==> src/sfr_pkg.sv <==
package sfr_pkg;

  // bytes held in one packed pattern or replacement word
  localparam int PACKED_BYTES = 8;

  // defaults for the top level parameters
  localparam int MAX_PATTERN_LEN_DEFAULT     = 8;
  localparam int MAX_REPLACEMENT_LEN_DEFAULT = 8;

  // depth of the job queue between front and back
  localparam int QUEUE_DEPTH = 4;

  // configuration register indexes
  localparam logic [1:0] REG_PATTERN_BYTES      = 2'd0;
  localparam logic [1:0] REG_PATTERN_LENGTH     = 2'd1;
  localparam logic [1:0] REG_REPLACEMENT_BYTES  = 2'd2;
  localparam logic [1:0] REG_REPLACEMENT_LENGTH = 2'd3;

  // one classified input item: bytes to emit, how many, and end of text
  typedef struct packed {
    logic [8*PACKED_BYTES-1:0] data;
    logic [3:0]                count;
    logic                      eot;
  } sfr_job_t;

endpackage

==> src/sfr_front.sv <==
module sfr_front import sfr_pkg::*; #(
  parameter int MAX_PATTERN_LEN     = MAX_PATTERN_LEN_DEFAULT,
  parameter int MAX_REPLACEMENT_LEN = MAX_REPLACEMENT_LEN_DEFAULT
) (
  input  logic       clk,
  input  logic       rst,
  input  logic       accept,
  input  logic [7:0] text_byte,
  input  logic       end_of_text,
  input  logic       cfg_write,
  input  logic [1:0] cfg_index,
  input  logic [63:0] cfg_data,
  output logic       job_push,
  output sfr_job_t   job
);

  localparam int WIN  = (MAX_PATTERN_LEN < PACKED_BYTES) ? MAX_PATTERN_LEN : PACKED_BYTES;
  localparam int RWIN = (MAX_REPLACEMENT_LEN < PACKED_BYTES) ?
                        MAX_REPLACEMENT_LEN : PACKED_BYTES;

  logic [63:0] pattern_bytes;
  logic [3:0]  pattern_length;
  logic [63:0] replacement_bytes;
  logic [3:0]  replacement_length;

  logic [7:0] win [WIN];
  logic [3:0] fill;

  logic [3:0] plen, rlen, fill_c, fill_inc, fill_next;
  logic [7:0] w_new [WIN];
  logic       is_full, match;
  logic [63:0] w_packed;

  // effective lengths after clamping
  always_comb begin
    plen = (pattern_length == 4'd0) ? 4'd1 : pattern_length;
    if (plen > 4'(WIN)) plen = 4'(WIN);
    rlen = replacement_length;
    if (rlen > 4'(RWIN)) rlen = 4'(RWIN);
  end

  // window with the new byte placed, and the compare against the pattern
  always_comb begin
    fill_c   = (fill >= plen) ? plen - 4'd1 : fill;
    fill_inc = fill_c + 4'd1;
    is_full  = (fill_inc == plen);
    match    = 1'b1;
    w_packed = '0;
    for (int i = 0; i < WIN; i++) begin
      w_new[i] = (4'(i) == fill_c) ? text_byte : win[i];
      w_packed[8*i +: 8] = w_new[i];
      if (4'(i) < plen && w_new[i] != pattern_bytes[8*i +: 8]) match = 1'b0;
    end
  end

  // classify the item into a job for the back end
  always_comb begin
    job.eot = end_of_text;
    if (is_full && match) begin
      job.data  = replacement_bytes;
      job.count = rlen;
      fill_next = 4'd0;
    end else if (is_full) begin
      job.data  = w_packed;
      job.count = end_of_text ? plen : 4'd1;
      fill_next = plen - 4'd1;
    end else begin
      job.data  = w_packed;
      job.count = end_of_text ? fill_inc : 4'd0;
      fill_next = fill_inc;
    end
    if (end_of_text) fill_next = 4'd0;
    job_push = accept && (job.count != 4'd0 || end_of_text);
  end

  // configuration registers and window fill
  always_ff @(posedge clk) begin
    if (rst) begin
      pattern_bytes      <= '0;
      pattern_length     <= 4'd1;
      replacement_bytes  <= '0;
      replacement_length <= 4'd0;
      fill               <= 4'd0;
    end else if (cfg_write) begin
      unique case (cfg_index)
        REG_PATTERN_BYTES: pattern_bytes <= cfg_data;
        REG_PATTERN_LENGTH: begin
          pattern_length <= cfg_data[3:0];
          fill           <= 4'd0;
        end
        REG_REPLACEMENT_BYTES:  replacement_bytes  <= cfg_data;
        REG_REPLACEMENT_LENGTH: replacement_length <= cfg_data[3:0];
      endcase
    end else if (accept) begin
      fill <= fill_next;
    end
  end

  // window bytes, shifted by one on a mismatch
  always_ff @(posedge clk) begin
    if (accept) begin
      for (int i = 0; i < WIN; i++) begin
        if (is_full && !match && i < WIN - 1) win[i] <= w_new[(i + 1) % WIN];
        else win[i] <= w_new[i];
      end
    end
  end

endmodule

==> src/sfr_queue.sv <==
module sfr_queue import sfr_pkg::*; (
  input  logic     clk,
  input  logic     rst,
  input  logic     push,
  input  sfr_job_t wdata,
  input  logic     pop,
  output sfr_job_t rdata,
  output logic     full,
  output logic     empty
);

  localparam int AW = (QUEUE_DEPTH > 1) ? $clog2(QUEUE_DEPTH) : 1;
  localparam int CW = $clog2(QUEUE_DEPTH + 1);

  sfr_job_t        entries [QUEUE_DEPTH];
  logic [AW-1:0]   wr_ptr, rd_ptr;
  logic [CW-1:0]   count;
  logic            do_push, do_pop;

  assign full    = (count == CW'(QUEUE_DEPTH));
  assign empty   = (count == '0);
  assign do_push = push && !full;
  assign do_pop  = pop && !empty;
  assign rdata   = entries[rd_ptr];

  // pointers and occupancy
  always_ff @(posedge clk) begin
    if (rst) begin
      wr_ptr <= '0;
      rd_ptr <= '0;
      count  <= '0;
    end else begin
      if (do_push) wr_ptr <= (wr_ptr == AW'(QUEUE_DEPTH - 1)) ? '0 : wr_ptr + 1'b1;
      if (do_pop)  rd_ptr <= (rd_ptr == AW'(QUEUE_DEPTH - 1)) ? '0 : rd_ptr + 1'b1;
      if (do_push && !do_pop) count <= count + 1'b1;
      else if (!do_push && do_pop) count <= count - 1'b1;
    end
  end

  // entry storage
  always_ff @(posedge clk) begin
    if (do_push) entries[wr_ptr] <= wdata;
  end

endmodule

==> src/sfr_back.sv <==
module sfr_back import sfr_pkg::*; (
  input  logic       clk,
  input  logic       rst,
  input  sfr_job_t   job,
  input  logic       job_avail,
  output logic       job_done,
  output logic       empty,
  input  logic       pop,
  output logic [7:0] out_byte,
  output logic       byte_valid,
  output logic       last_of_text
);

  logic       o_valid;
  logic [2:0] idx;
  logic       load, final_one;

  assign empty     = !o_valid;
  assign load      = job_avail && (!o_valid || pop);
  assign final_one = (job.count == 4'd0) || ({1'b0, idx} == job.count - 4'd1);
  assign job_done  = load && final_one;

  // position within the current job and output valid
  always_ff @(posedge clk) begin
    if (rst) begin
      o_valid <= 1'b0;
      idx     <= '0;
    end else begin
      if (load) o_valid <= 1'b1;
      else if (pop) o_valid <= 1'b0;
      if (load) idx <= final_one ? 3'd0 : idx + 3'd1;
    end
  end

  // output register: one byte of the job, or the empty end marker
  always_ff @(posedge clk) begin
    if (load) begin
      if (job.count == 4'd0) begin
        out_byte   <= 8'd0;
        byte_valid <= 1'b0;
      end else begin
        out_byte   <= job.data[8*idx +: 8];
        byte_valid <= 1'b1;
      end
      last_of_text <= job.eot && final_one;
    end
  end

endmodule

==> src/stream_find_replace_top.sv <==
// streaming find and replace, one text byte per input item
// input channel: push with text_byte and end_of_text, taken when full is low
// result channel: out_byte, byte_valid, last_of_text shown while empty is low,
//   taken when pop is high
// config channel: cfg_valid/cfg_ready with cfg_index 0..3 and 64-bit cfg_data;
//   cfg_ready is always high, write only while no text is in flight
// the front classifies each byte against the pattern window and queues a job
//   of zero to eight result bytes; the back drains jobs one result per cycle while pop keeps the output free
// the first result of an item reaches the result ports through the job queue
//   entry and then the output register
// input takes one item per cycle while each item yields at most one result and
//   the receiver keeps popping; an item yielding several results holds the back end
//   until all are loaded, and input stalls once the four-entry job queue fills
// an end-of-text item with nothing to emit yields one marker result with
//   byte_valid low and last_of_text high
// reset empties the window fill, the job queue and the output valid flag, and
//   loads a pattern of one zero byte (length 1) and an empty replacement
// a stalled receiver holds the output register; input keeps flowing until
//   the queue is full
module stream_find_replace_top import sfr_pkg::*; #(
  parameter int MAX_PATTERN_LEN     = MAX_PATTERN_LEN_DEFAULT,
  parameter int MAX_REPLACEMENT_LEN = MAX_REPLACEMENT_LEN_DEFAULT
) (
  input  logic        clk,
  input  logic        rst,
  input  logic        push,
  output logic        full,
  input  logic [7:0]  text_byte,
  input  logic        end_of_text,
  output logic        empty,
  input  logic        pop,
  output logic [7:0]  out_byte,
  output logic        byte_valid,
  output logic        last_of_text,
  input  logic        cfg_valid,
  output logic        cfg_ready,
  input  logic [1:0]  cfg_index,
  input  logic [63:0] cfg_data
);

  logic     accept, job_push, job_done, q_empty;
  sfr_job_t job_in, job_head;

  assign cfg_ready = 1'b1;
  assign accept    = push && !full;

  // front: window, compare and classification
  sfr_front #(
    .MAX_PATTERN_LEN     (MAX_PATTERN_LEN),
    .MAX_REPLACEMENT_LEN (MAX_REPLACEMENT_LEN)
  ) u_front (
    .clk         (clk),
    .rst         (rst),
    .accept      (accept),
    .text_byte   (text_byte),
    .end_of_text (end_of_text),
    .cfg_write   (cfg_valid && cfg_ready),
    .cfg_index   (cfg_index),
    .cfg_data    (cfg_data),
    .job_push    (job_push),
    .job         (job_in)
  );

  // job queue between front and back
  sfr_queue u_queue (
    .clk   (clk),
    .rst   (rst),
    .push  (job_push),
    .wdata (job_in),
    .pop   (job_done),
    .rdata (job_head),
    .full  (full),
    .empty (q_empty)
  );

  // back: expand jobs into result items
  sfr_back u_back (
    .clk          (clk),
    .rst          (rst),
    .job          (job_head),
    .job_avail    (!q_empty),
    .job_done     (job_done),
    .empty        (empty),
    .pop          (pop),
    .out_byte     (out_byte),
    .byte_valid   (byte_valid),
    .last_of_text (last_of_text)
  );

endmodule
==> config.mk <==
export PLATFORM = sky130hd
export DESIGN_NAME = stream_find_replace_top
export DESIGN_NICKNAME = d
export VERILOG_FILES = /design/src/sfr_pkg.sv /design/src/sfr_front.sv /design/src/sfr_queue.sv /design/src/sfr_back.sv /design/src/stream_find_replace_top.sv
export SDC_FILE = /design/constraint.sdc
export NUM_CORES = 1
export LEC_CHECK = 0
export BUFFER_PORTS_ARGS = -buffer_cell sky130_fd_sc_hd__buf_2
export CAP_MARGIN = 20
export CORE_ASPECT_RATIO = 1.5
export CORE_MARGIN = 2
export CORE_UTILIZATION = 35
export CTS_CLUSTER_SIZE = 16
export DETAILED_ROUTE_END_ITERATION = 7
export SLEW_MARGIN = 20
export SYNTH_ARGS = -nofsm -noshare
export SYNTH_HDL_FRONTEND = slang
export SYNTH_SLANG_ARGS = --single-unit
==> constraint.sdc <==
create_clock -name clk -period 13 [get_ports clk]
set_input_delay 2.6 -clock clk [delete_from_list [all_inputs] [get_ports clk]]
set_output_delay 2.6 -clock clk [all_outputs]
set_load 0.02 [all_outputs]
Word level (Yosys, flattened, before mapping):

Memories as Yosys holds them, arrays and structs flattened. A register that Yosys moved wholly into a read port is not among the register bits.
Cells that the tools add are included.

* bits of input ports: 80
* memories: 2
* logic and storage cells: 165
* flip-flop bits (word level): 161
* RAM bits: 340
* output and inout port bits: 13

Memory list
* u_queue.entries: depth 4, bits a word 69, read ports 1, clocked after Yosys merged registers in 1, write ports 1, line sfr_queue.sv:15 `sfr_job_t entries [QUEUE_DEPTH];`
* u_front.win: depth 8, bits a word 8, read ports 8, clocked after Yosys merged registers in 0, write ports 8, line sfr_front.sv:26 `logic [7:0] win [WIN];`

* equal/unequal tests: 24
* bitwise operators: 7
* mux-type cells: 57
* reduce and logical (&&, ||, !) cells: 42
* $lt $le $gt $ge: 11
* add/subtract/negate cells: 8
* shifts and indexed selects: 1

Operators by type and width (count)
* 2-to-1 mux 8 bit: 15
* 2-to-1 mux 68 bit: 1
* != test 8 bit: 8
* variable part select 64 x 7 -> 8 bit: 1
* 2-to-1 mux 4 bit: 13
* 2-to-1 mux 1 bit: 21
* logical AND 1 bit: 19
* == test 3 x 4 -> 1 bit (first input constant): 4
* < comparator 3 x 4 -> 1 bit (first input constant): 4
* zero test 4 bit: 3
* AND reduction 2 bit: 5
* 2-to-1 mux 3 bit: 3
* == test 2 bit (second input constant): 4
* == test 2 x 4 -> 1 bit (first input constant): 2
* greater-than comparator 4 bit (second input constant): 2
* < comparator 1 x 4 -> 1 bit (first input constant): 2
* < comparator 2 x 4 -> 1 bit (first input constant): 2
* 2-to-1 mux 2 bit: 4
* subtractor 4 x 1 -> 4 bit (second input constant): 2
* OR 1 bit: 7
* adder 3 x 1 -> 3 bit (second input constant): 2
* zero test 1 bit: 6
* nonzero test 2 bit: 3
* adder 2 x 1 -> 2 bit (second input constant): 2
* other kinds (13): 15

Depth between registers and ports, before layout:

Gate-level depths: netlist of run 1.

* depth in word-level cells: 28
* gate-level depth with buffers: 28
* depth with buffers taken out: 26

By module:

From an unflattened synthesis of run 1, not the netlist that was laid out.

* cells, all modules: 2082
* area total of the unflattened synthesis: 24038.1 um2

By module, submodules not included
* sfr_front: cells an instance 1568, area each 12393.1 um2, sequential area each 4724.5 um2, instances 1
* sfr_queue: cells an instance 411, area each 10437.5 um2, sequential area each 8468.1 um2, instances 1
* sfr_back: cells an instance 99, area each 1178.6 um2, sequential area each 380.4 um2, instances 1
* stream_find_replace_top: cells an instance 4, area each 28.8 um2, sequential area each 0.0 um2, instances 1

Worst setup path before layout of run 1:

No wires, ideal clock.

* kind: in2reg
* from: input port text_byte[0]
* to: memory u_queue.entries[3][0] in the netlist's numbering (enable)
* data required time: 12.565 ns
* library setup time: 0.435 ns
* stages: 11
* path slack: 6.473 ns
* path buffers: 1
* arrival time: 6.093 ns
* path through: clkbuf_1 > inv_1 > and3_1 > o32a_1 > a31oi_1 > nor4_1 > a41oi_1 > a2bb2oi_1 > o21ai_1 > inv_1 > and2_1

* cells in the longest elaborated chain, start to end: 19
* elaborated cells on any way between the ends: 40
* those cells by class: 8 x eq/ne; 19 x mux; 13 x reduce/logical

Ends and longest elaborated chain
* start, declared: line stream_find_replace_top.sv:28 `input logic [7:0] text_byte,`
* 2-to-1 mux 8 bit: line sfr_front.sv:50 `w_new[i] = (4'(i) == fill_c) ? text_byte : win[i];`
* != test 8 bit: line sfr_front.sv:52 `if (4'(i) < plen && w_new[i] != pattern_bytes[8*i +: 8]) match = 1'b0;`
* logical AND 1 bit: line sfr_front.sv:52
* 2-to-1 mux 1 bit (7 in a row): line sfr_front.sv:52
* 2-to-1 mux 1 bit (*): line sfr_front.sv:52
* logical AND 1 bit (*): line sfr_front.sv:59 `if (is_full && match) begin`
* 2-to-1 mux 68 bit (*): line sfr_front.sv:59
* nonzero test 4 bit (*): line sfr_front.sv:73 `job_push = accept && (job.count != 4'd0 || end_of_text);`
* logical OR 1 bit (*): line sfr_front.sv:73
* logical AND 1 bit (*): line sfr_front.sv:73
* logical AND 1 bit (*): line sfr_queue.sv:22 `assign do_push = push && !full;`
* net u_queue.do_push: line sfr_queue.sv:18 `logic do_push, do_pop;`
* 2-to-1 mux 1 bit (*): line sfr_queue.sv:42 `if (do_push) entries[wr_ptr] <= wdata;`
* 2-to-1 mux 1 bit (not written as such) (*): line sfr_queue.sv:42
* end, declared: line sfr_queue.sv:15

Mark *: on every way through the listed nets, which the timed path passes. The rest lies on a longest branch.

==> results.json, run 1 <==
{
  "status": "complete, no violations",
  "cts_buffers": 46,
  "synthesis.area_sq_um": 23400,
  "via_per_inst": 5.57,
  "min_path_type": "register to register",
  "finalSetupViolations": 0,
  "seqPwrFrac_pct": 42.0,
  "synth_fp_nets": 2090,
  "worst_pin_slew_ns": 1.12,
  "area_delta_synth_final_pct": 13.0,
  "die_area_sq_um": 69000,
  "post_cts_buffers": 0,
  "synth_seq_cells": 503,
  "yosys.area_share.simple_pct": 12.0,
  "die_x_um": 215,
  "wire_per_inst_um": 23.9,
  "synth-seq-area-share_pct": 58.0,
  "antenna_cells": 0,
  "cp-end-kind": "register",
  "peakVddDrop_uv": 106,
  "use_met1_pct": 23.9,
  "internal-power_mw": 3.88,
  "design_area_sq_um": 26400,
  "synth_cells": 1989,
  "max_freq_ghz": 0.132,
  "grt_max_degree": 84,
  "period_share_pct": 58.3,
  "hold_violations": 0,
  "cp_cell_sequence": "nor2_1 > o21ai_0 > inv_1 > ha_1 > nor3b_4 > o21ai_2 > buf_4 > o21ai_0 > ha_1 > nand2_1 > mux2i_4 > mux2i_1 > xnor2_1 > o41ai_1 > buf_4 > a41oi_1 > a2bb2oi_1 > or3_4 > buf_4 > mux2_1",
  "switching_share_pct": 32.8,
  "cts_num_sinks": 503,
  "powerDensity_nw_per_um2": 218,
  "htreeDepth": 2,
  "yosys.area_share.xor_xnor_pct": 2.99,
  "grt.met2_usage_pct": 35.7,
  "clock_skew_ns": 0.0200,
  "grt-ovfl-total": 0,
  "dp_hpwl_mm": 48.7,
  "drt_first_iter_violations": 1492,
  "port_buffers": 91,
  "power_frac_comb_pct": 31.1,
  "ant_nets": 0,
  "critPathMaxStageDelay_ns": 0.75,
  "synth_top_family_by_area": "multiplexers",
  "drv_slew": 0,
  "relSlewSlack_pct": 25.5,
  "drc": 0,
  "fin_tns_setup_ns": 0,
  "cpLargestDelayFamily": "compound AO/OA/AOI/OAI gates",
  "track_usage_pct": 20.1,
  "async_flop_share_pct": 0,
  "worstSetupPathType": "register to register",
  "yosysWarnings": 0,
  "use_met3_pct": 2.23,
  "worst-path-max-fanout": 80,
  "min_period_ns": 7.58,
  "cts_buffer_depth": 3,
  "drive_gt1_share_pct": 17.2,
  "synth_cell_types": 77,
  "crit_slowest_cell": "buf_4",
  "start_util_pct": 35.2,
  "rsz0062_at_grt": "no",
  "leakagePower_nw": 9.06,
  "synth.avg_cell_area_sq_um": 11.8,
  "grt_pass1_wl_mm": 104,
  "antenna_found_initial": 1,
  "core-area_sq_um": 66500,
  "cp_num_buf_inv": 4,
  "grt_pass1_vias": 16200,
  "first_pass_iters": 6,
  "power.switching_mw": 1.89,
  "nNetsFinal": 2126,
  "routed_wl_mm": 70.4,
  "gp_routability_congestion": 0.889,
  "required_ns": 13.30,
  "drv_cap": 0,
  "synth_mux_area_share_pct": 12.3,
  "worst_ep_arrival_time_ns": 7.88,
  "cts_tree": "built",
  "root_buffer": "clkbuf_16",
  "top_usage_layer": "met2",
  "synth_adder_area_share_pct": 1.16,
  "clockPowerShare_pct": 26.9,
  "die_h_um": 321,
  "ctsResizeCount": 0,
  "startpoint_type": "register",
  "clkSlewWorstSetupHoldPaths_ns": 0.07,
  "vias": 16400,
  "synth_enable_flop_cells": 350,
  "holdBufCountCts": 0,
  "ys.flop_type": "edfxtp_1",
  "crit_top_cell": "buf_4",
  "insertion_delay_ns": 0.58,
  "synth-compound-area-share_pct": 10.2,
  "rows": 116,
  "io_pins": 93,
  "placed_cell_area_sq_um": 24700
}
==> path summary, 6_finish.rpt <==
path / startpoint / cells after the start / slack, ns / endpoint
worst min register to register: u_front.replacement_bytes[28] / 2 / 0.46 / u_front.replacement_bytes[28]
worst max register to register: u_front.pattern_length[2] / 20 / 5.42 / u_queue.entries[0][56]
worst max-delay path: u_front.pattern_length[2] / 20 / 5.42 / u_queue.entries[0][56]
worst min-delay path: u_front.replacement_bytes[28] / 2 / 0.46 / u_front.replacement_bytes[28]
==> cell usage after synthesis (4+ instances only) <==
| cell | number | area share, % |
|---|---|---|
| nor4_1 | 13 | 0.35 |
| dfxtp_1 | 153 | 13 |
| mux2i_4 | 4 | 0.39 |
| o221a_2 | 33 | 1.6 |
| a21oi_1 | 210 | 4.5 |
| xor2_1 | 36 | 1.3 |
| mux2i_1 | 77 | 3.3 |
| mux4_2 | 85 | 8.2 |
| a2111oi_0 | 8 | 0.30 |
| nand3_1 | 23 | 0.49 |
| ha_1 | 20 | 1.1 |
| buf_1 | 11 | 0.18 |
| inv_1 | 59 | 0.95 |
| a221oi_1 | 4 | 0.15 |
| clkbuf_1 | 97 | 1.6 |
| nor3_1 | 17 | 0.36 |
| a311oi_1 | 4 | 0.15 |
| buf_2 | 18 | 0.39 |
| nor3b_1 | 7 | 0.22 |
| a31oi_1 | 30 | 0.80 |
| mux2_2 | 6 | 0.29 |
| buf_6 | 4 | 0.19 |
| o21ai_0 | 19 | 0.41 |
| o21ai_1 | 5 | 0.11 |
| o31ai_1 | 4 | 0.13 |
| o211a_1 | 4 | 0.17 |
| nand2_1 | 365 | 5.9 |
| nand3b_1 | 4 | 0.13 |
| edfxtp_1 | 350 | 45 |
| nand2b_1 | 9 | 0.24 |
| and2_1 | 12 | 0.32 |
| xnor2_1 | 44 | 1.6 |
| a32oi_1 | 4 | 0.15 |
| nand4b_1 | 5 | 0.19 |
| nor2_1 | 123 | 2.0 |
| nand4_1 | 5 | 0.13 |
| or3_1 | 40 | 1.1 |
| nor2b_1 | 14 | 0.37 |
| o211ai_1 | 9 | 0.29 |
==> cells by family (layout without fill, tap and decap cells) <==
family | after synthesis | after routing
AOI/OAI and AO/OA | 372 | 372
xor gates and xnor gates | 80 | 80
adders and majority gates | 21 | 21
buffers and inverters | 191 | 264
DFF | 503 | 503
muxes | 175 | 175
other | 1 | 1
and+or+nand+nor | 646 | 646
==> area by class of cell <==
type / count / area, sq um
sequential: 503 / 13600
multi-input combinational: 1295 / 9100
fill: 6423 / 40000
tap: 885 / 1110
timing repair buffer: 120 / 696
clock inverter: 31 / 464
inverter: 59 / 221
clock buffer: 54 / 1280
==> tightest hold or removal path, cell delays in order, from the launching register on <==
cell and delay [ns]:
dfxtp_1 0.31, nand2_1 0.05, a21oi_1 0.05
==> power by group through the flow <==
stage | clock network, mW | logic (mW) | registers [mW]
final | 1.55 | 1.79 | 2.42
after global routing | 1.63 | 1.94 | 2.44
after CTS | 1.58 | 1.80 | 2.42
after detailed placement | 0 | 1.79 | 2.46
after global placement | 0 | 1.74 | 2.44
after floorplan | 0 | 1.28 | 2.36
==> per-layer routing <==
| metal | up-vias | part of all wire, % |
|---|---|---|
| li1 | 7368 | - |
| met1 | 8227 | 38 |
| met2 | 654 | 51 |
| met3 | 176 | 5.3 |
| met4 | 2 | 5.6 |
| met5 | - | 0.018 |
==> state kept, by name (all words and copies together) (netlist names), 2 cells and up, named ones only <==
register	count
u_front.replacement_bytes	64
u_back.idx	3
u_queue.entries	276
u_front.win	64
u_queue.rd_ptr	2
u_front.replacement_length	4
u_queue.wr_ptr	2
u_back.out_byte	8
u_front.pattern_bytes	64
u_front.fill	4
u_queue.count	3
u_front.pattern_length	4
==> cells in the final DEF, fill, tap and decap left out, drive strengths merged, types with 17 or more instances in the layout <==
cell type / netlist / final
clkbuf: 97 / 54
nor2: 124 / 124
buf: 35 / 120
dfxtp: 153 / 153
mux4: 85 / 85
a31oi: 30 / 30
nand3: 23 / 23
o21ai: 25 / 25
xor2: 36 / 36
nand2: 365 / 365
mux2i: 81 / 81
nor3: 17 / 17
edfxtp: 350 / 350
ha: 20 / 20
inv: 59 / 61
or3: 40 / 40
a21oi: 211 / 211
xnor2: 44 / 44
o221a: 33 / 33
==> metrics by stage <==
stage          util [%]  hold slack, ns  power [mW]  std cells  setup slack [ns]
3_3_place_gp       37.1           0.445        4.18       2860              5.41
4_1_cts            39.7           0.456        5.80       2945              5.23
6_report           39.8           0.455        5.77       2947              5.42
2_1_floorplan         -           0.430        3.64       1989              6.47
5_1_grt            39.8           0.474        6.01       2947              4.88
3_5_place_dp       37.1           0.447        4.25       2860              5.31
No activity file was read; power rests on OpenSTA's default activity.
==> run 2: changes to the inputs <==
clock period = 7.2 ns   (was 13 ns; I/O delays follow)
==> run 2 against run 1 <==
  * Worst setup slack lost 5.0 ns
  * Clock skew decreased by 0.0081 ns
  * Critical endpoint is now u_queue.entries[0][66]
  * Maximum frequency grew 11%
  * Non-clock buffer count is 16 higher
  * Via count decreased by 1.8%
  * Clock-buffer cell count grew 10
==> results.json, run 2 (synthesis gave the netlist of run 1 again) <==
{
  "cp_num_buf_inv": 4,
  "drt_first_iter_violations": 1446,
  "layout_common_cells": "365 x nand2_1, 350 x edfxtp_1, 210 x a21oi_1",
  "finalSetupViolations": 0,
  "die_x_um": 215,
  "relSlewSlack_pct": 28.5,
  "seqPwrFrac_pct": 42.8,
  "largest_reg_flops": 276,
  "period_share_pct": 94.8,
  "cts_tree": "built",
  "status": "complete, no violations",
  "die_h_um": 321,
  "core-area_sq_um": 66500,
  "grt-ovfl-total": 0,
  "worst_pin_slew_ns": 1.07,
  "holdBufCountCts": 0,
  "grt_pass1_wl_mm": 102,
  "antenna_found_initial": 1,
  "switching_share_pct": 32.9,
  "wire_per_inst_um": 23.1,
  "cts_num_sinks": 503,
  "worst_ep_arrival_time_ns": 7.13,
  "post-route-util_pct": 39.8,
  "vias": 16100,
  "cts_buffer_depth": 3,
  "required_ns": 7.50,
  "powerDensity_nw_per_um2": 387,
  "min_path_type": "register to register",
  "mostFrequentLayoutCell": "nand2_1",
  "crit_slowest_cell": "or3_4",
  "io_pins": 93,
  "cpLargestDelayFamily": "simple AND/OR/NAND/NOR gates",
  "antenna_cells": 0,
  "via_per_inst": 5.44,
  "cp_cell_sequence": "inv_1 > o21ai_0 > inv_1 > ha_1 > nor3b_4 > o21ai_2 > buf_4 > nand2_1 > o21a_1 > ha_1 > or3b_1 > mux2i_1 > xnor2_1 > nor4_1 > a31oi_1 > nor4_1 > a41oi_1 > a2bb2oi_1 > or3_4 > buf_4 > a21oi_1",
  "worstSetupPathType": "register to register",
  "leakagePower_nw": 9.09,
  "dp_hpwl_mm": 48.0,
  "drv_slew": 0,
  "gp_routability_congestion": 0.933,
  "drive_gt1_share_pct": 17.4,
  "clkSlewWorstSetupHoldPaths_ns": 0.06,
  "worst-path-max-fanout": 32,
  "clockPowerShare_pct": 25.8,
  "ant_nets": 0,
  "first_pass_iters": 5,
  "clock_skew_ns": 0.0118,
  "rows": 116,
  "cts_buffers": 47,
  "die_area_sq_um": 69000,
  "port_buffers": 91,
  "drv_cap": 0,
  "nNetsFinal": 2143,
  "routed_wl_mm": 68.6,
  "internal-power_mw": 6.87,
  "cp-end-kind": "register",
  "area_delta_synth_final_pct": 13.1,
  "min_period_ns": 6.83,
  "regMostFlops": "u_queue.entries",
  "grt_pass1_vias": 16300,
  "max_freq_ghz": 0.146,
  "fin_tns_setup_ns": 0,
  "start_util_pct": 35.2,
  "grt_max_degree": 77,
  "htreeDepth": 2,
  "root_buffer": "clkbuf_16",
  "critPathMaxStageDelay_ns": 0.60,
  "track_usage_pct": 19.7,
  "peakVddDrop_uv": 177,
  "power.switching_mw": 3.37,
  "startpoint_type": "register",
  "hold_violations": 0,
  "fillers": 6399,
  "insertion_delay_ns": 0.59,
  "power_frac_comb_pct": 31.3,
  "drc": 0
}
[run 2: changes by cell type in the layout (fill, tap and decap cells not counted), moves of 2 or more]
cell / delta
buf_12: +4
buf_4: +13
bufinv_16: -4
clkbuf_1: +9
clkbuf_16: -2
clkbuf_8: +2
clkinv_2: -2
clkinvlp_4: -4
[run 2: worst paths after layout]
path	start	to	slack, ns	cells after the start
min	u_front.replacement_bytes[51]	u_front.replacement_bytes[51]	0.45	2
min reg2reg	u_front.replacement_bytes[51]	u_front.replacement_bytes[51]	0.45	2
max	u_front.pattern_length[3]	u_queue.entries[0][66]	0.37	21
max reg2reg	u_front.pattern_length[3]	u_queue.entries[0][66]	0.37	21
[run 2: final cells by class]
type	count	area, sq um	area share, %
multi-input cells	1295	9090	34.3
flip-flops and latches	503	13600	51.3
inverters	59	221	0.836
repair buffers	136	846	3.19
clock buffers	64	1290	4.89
well taps	885	1110	4.18
clock inverters	23	340	1.29
[run 2: worst register-to-register path, delay by kind of cell (launching register included)]
kind | cells | cell delay [ns]
XOR/XNOR | 1 | 0.17
buffers and inverters | 4 | 0.98
AO/OA/AOI/OAI | 7 | 1.65
AND/OR/NAND/NOR | 6 | 2.31
flip-flops | 1 | 0.56
adder cells (fa/ha/maj) | 2 | 0.69
multiplexers | 1 | 0.18
[run 2: repair_timing]
action,4_1_cts,5_1_grt
buffers inserted,0,0
setup endpoints to repair,0,489
resized for setup,0,4
[run 2: through the flow]
stage | worst slack [ns] | power (mW) | instances | instance area (sq um) | hold slack (ns)
finish | 0.373 | 10.2 | 2965 | 26500 | 0.454
global route | -0.0253 | 10.7 | 2965 | 26500 | 0.476
CTS | 0.108 | 10.3 | 2965 | 26500 | 0.456
detailed placement | 0.125 | 7.67 | 2878 | 24800 | 0.447
global placement | 0.226 | 7.56 | 2877 | 24800 | 0.444
floorplan | 0.762 | 6.56 | 1989 | 23400 | 0.430
[run 2: layer usage]
layer	up-vias	part of all wire, %	global-route usage, %
met4	0	5.7	10.9
li1	7403	-	-
met5	-	0	0
met3	162	4.6	2.17
met2	530	52	35.3
met1	8041	38	22.9
[run 2: power groups by stage]
| stage | Clock, mW | Sequential, mW | Combinational, mW |
|---|---|---|---|
| after floorplan | 0 | 4.25 | 2.31 |
| after global placement | 0 | 4.42 | 3.14 |
| after detailed placement | 0 | 4.44 | 3.23 |
| after CTS | 2.70 | 4.38 | 3.24 |
| after global routing | 2.80 | 4.43 | 3.49 |
| final | 2.64 | 4.38 | 3.21 |
==> run 3: changes to the inputs <==
SETUP_SLACK_MARGIN = 0.4   (was default)
==> run 3 against run 2 <==
  * Cell area grew 0.24%
  * Combinational power hardly changed
  * Non-clock buffer count stayed put
  * Total power is 0.12% higher
  * Worst setup slack improved by 0.30 ns
  * Sequential power about the same
  * Critical path depth is 1 higher
  * Register-to-register slack gained 0.30 ns
  * Final cell count stayed put
  * Critical endpoint is now u_queue.entries[3][23]
  * Clock-buffer cell count unchanged
  * Critical path type unchanged
  * First-iteration DRC count is 1.6% higher
  * Maximum frequency is 4.7% higher
==> results.json, run 3 (synthesis gave the netlist of run 1 again) <==
{
  "status": "complete, no violations",
  "die_h_um": 321,
  "rows": 116,
  "worst_pin_slew_ns": 1.07,
  "nNetsFinal": 2143,
  "layout_common_cells": "365 x nand2_1, 350 x edfxtp_1, 208 x a21oi_1",
  "worst_ep_arrival_time_ns": 6.80,
  "hold_path_end": "u_front.replacement_bytes[51]",
  "regMostFlops": "u_queue.entries",
  "antenna_found_initial": 1,
  "required_ns": 7.48,
  "routed_wl_mm": 68.5,
  "htreeDepth": 2,
  "peakVddDrop_uv": 182,
  "startpoint_type": "register",
  "largest_reg_flops": 276,
  "min_path_type": "register to register",
  "grt_pass1_vias": 16300,
  "r2r-end": "u_queue.entries[3][23]",
  "insertion_delay_ns": 0.59,
  "relSlewSlack_pct": 28.8,
  "clock_skew_ns": 0.0142,
  "reg2reg_setup_slack_ns": 0.68,
  "drv_cap": 0,
  "worstSetupPathType": "register to register",
  "grt_pass1_wl_mm": 103,
  "min_period_ns": 6.52,
  "via_per_inst": 5.44,
  "grt_max_degree": 77,
  "drv_slew": 0,
  "vias": 16100,
  "worst-path-max-fanout": 32,
  "io_pins": 93,
  "leakagePower_nw": 9.10,
  "ant_nets": 0,
  "cts_tree": "built",
  "first_pass_iters": 6,
  "hold_violations": 0,
  "post-route-util_pct": 39.9,
  "die_area_sq_um": 69000,
  "cts_num_sinks": 503,
  "finalSetupViolations": 0,
  "core-area_sq_um": 66500,
  "fillers": 6394,
  "port_buffers": 91,
  "root_buffer": "clkbuf_16",
  "mostFrequentLayoutCell": "nand2_1",
  "track_usage_pct": 19.7,
  "dp_hpwl_mm": 48.0,
  "cp-end-kind": "register",
  "cts_buffers": 47,
  "powerDensity_nw_per_um2": 386,
  "drive_gt1_share_pct": 18.1,
  "r2r_cells": 22,
  "period_share_pct": 90.6,
  "start_util_pct": 35.2,
  "wire_per_inst_um": 23.1,
  "fin_tns_setup_ns": 0,
  "placed_cell_area_sq_um": 24800,
  "antenna_cells": 0,
  "grt-ovfl-total": 0,
  "rsz0062_at_grt": "no",
  "cts_buffer_depth": 3,
  "r2r-start": "u_front.pattern_length[3]",
  "clkSlewWorstSetupHoldPaths_ns": 0.06,
  "min_path_cells": 2,
  "drt_first_iter_violations": 1469,
  "max_freq_ghz": 0.153,
  "design_area_sq_um": 26500,
  "hold_path.startpoint": "u_front.replacement_bytes[51]",
  "die_x_um": 215,
  "drc": 0,
  "area_delta_synth_final_pct": 13.4,
  "gp_routability_congestion": 0.933
}
[run 3: cell count changes in the layout (fill, tap and decap cells not counted), moves of 2 or more]
cell,delta
a21oi_2,+2
a31oi_2,+2
a31oi_1,-2
nor2b_2,+3
nor2b_1,-3
a21oi_1,-2
[run 3: worst max path at each step]
stage                                   start                      to  slack, ns  cells past startpoint
finish              u_front.pattern_length[3]  u_queue.entries[3][23]       0.68                     22
detailed placement  u_front.pattern_length[3]  u_queue.entries[0][53]       0.12                     21
global route        u_front.pattern_length[3]        u_queue.count[2]       0.41                     27
global placement    u_front.pattern_length[3]  u_queue.entries[0][63]       0.23                     21
floorplan           u_front.pattern_length[2]   u_queue.entries[3][0]       0.76                     22
CTS                 u_front.pattern_length[3]        u_queue.count[2]       0.42                     26
[run 3: per-stage QoR]
stage / worst slack, ns / power, mW / hold WS [ns] / cells
4_1_cts: 0.417 / 10.3 / 0.456 / 2965
3_3_place_gp: 0.226 / 7.56 / 0.444 / 2877
5_1_grt: 0.412 / 10.7 / 0.476 / 2965
2_1_floorplan: 0.762 / 6.56 / 0.430 / 1989
6_report: 0.677 / 10.3 / 0.454 / 2965
3_5_place_dp: 0.125 / 7.67 / 0.447 / 2878
[run 3: final cells by class]
cell class	count	area [sq um]	share of cell area (%)
clock buffer	64	1290	4.88
sequential	503	13600	51.2
timing repair buffer	136	846	3.19
multi-input combinational	1295	9150	34.5
clock inverter	23	340	1.28
inverter	59	221	0.834
tap	885	1110	4.17
[run 3: per-layer routing]
metal  routed length (um)  global-route usage, %  vias to the layer above
met5                    0                      0                        -
met4                 3940                   10.9                        0
met2                35400                   35.3                      532
met1                25900                   22.9                     8017
met3                 3300                   2.17                      164
li1                     -                      -                     7405
[run 3: worst max-delay path, cell delays in order (launching register included)]
cell and delay (ns):
dfxtp_2 0.46, inv_1 0.13, o21ai_1 0.22, inv_1 0.20, ha_1 0.35, nor3b_4 0.28, o21ai_2 0.13, buf_4 0.26
nand2_1 0.10, o21a_1 0.16, ha_1 0.31, or3b_1 0.52, mux2i_1 0.18, xnor2_1 0.17, nor4_1 0.31, a31oi_1 0.10
nor4_2 0.41, a41oi_1 0.24, a2bb2oi_2 0.21, or3_4 0.58, buf_4 0.32, nor2_1 0.35, a21oi_1 0.21
[run 3: report_power, final]
group / switching, mW / internal [mW] / total, mW
Clock: 1.11 / 1.53 / 2.64
Combinational: 1.86 / 1.36 / 3.22
Sequential: 0.395 / 3.99 / 4.38
Total: 3.37 / 6.88 / 10.3
[run 3: repair_timing]
action,CTS,global route
hold buffers,0,0
endpoints found under the setup margin,342,525
buffers inserted,0,0
resized for setup,2,17
pin swaps,0,0
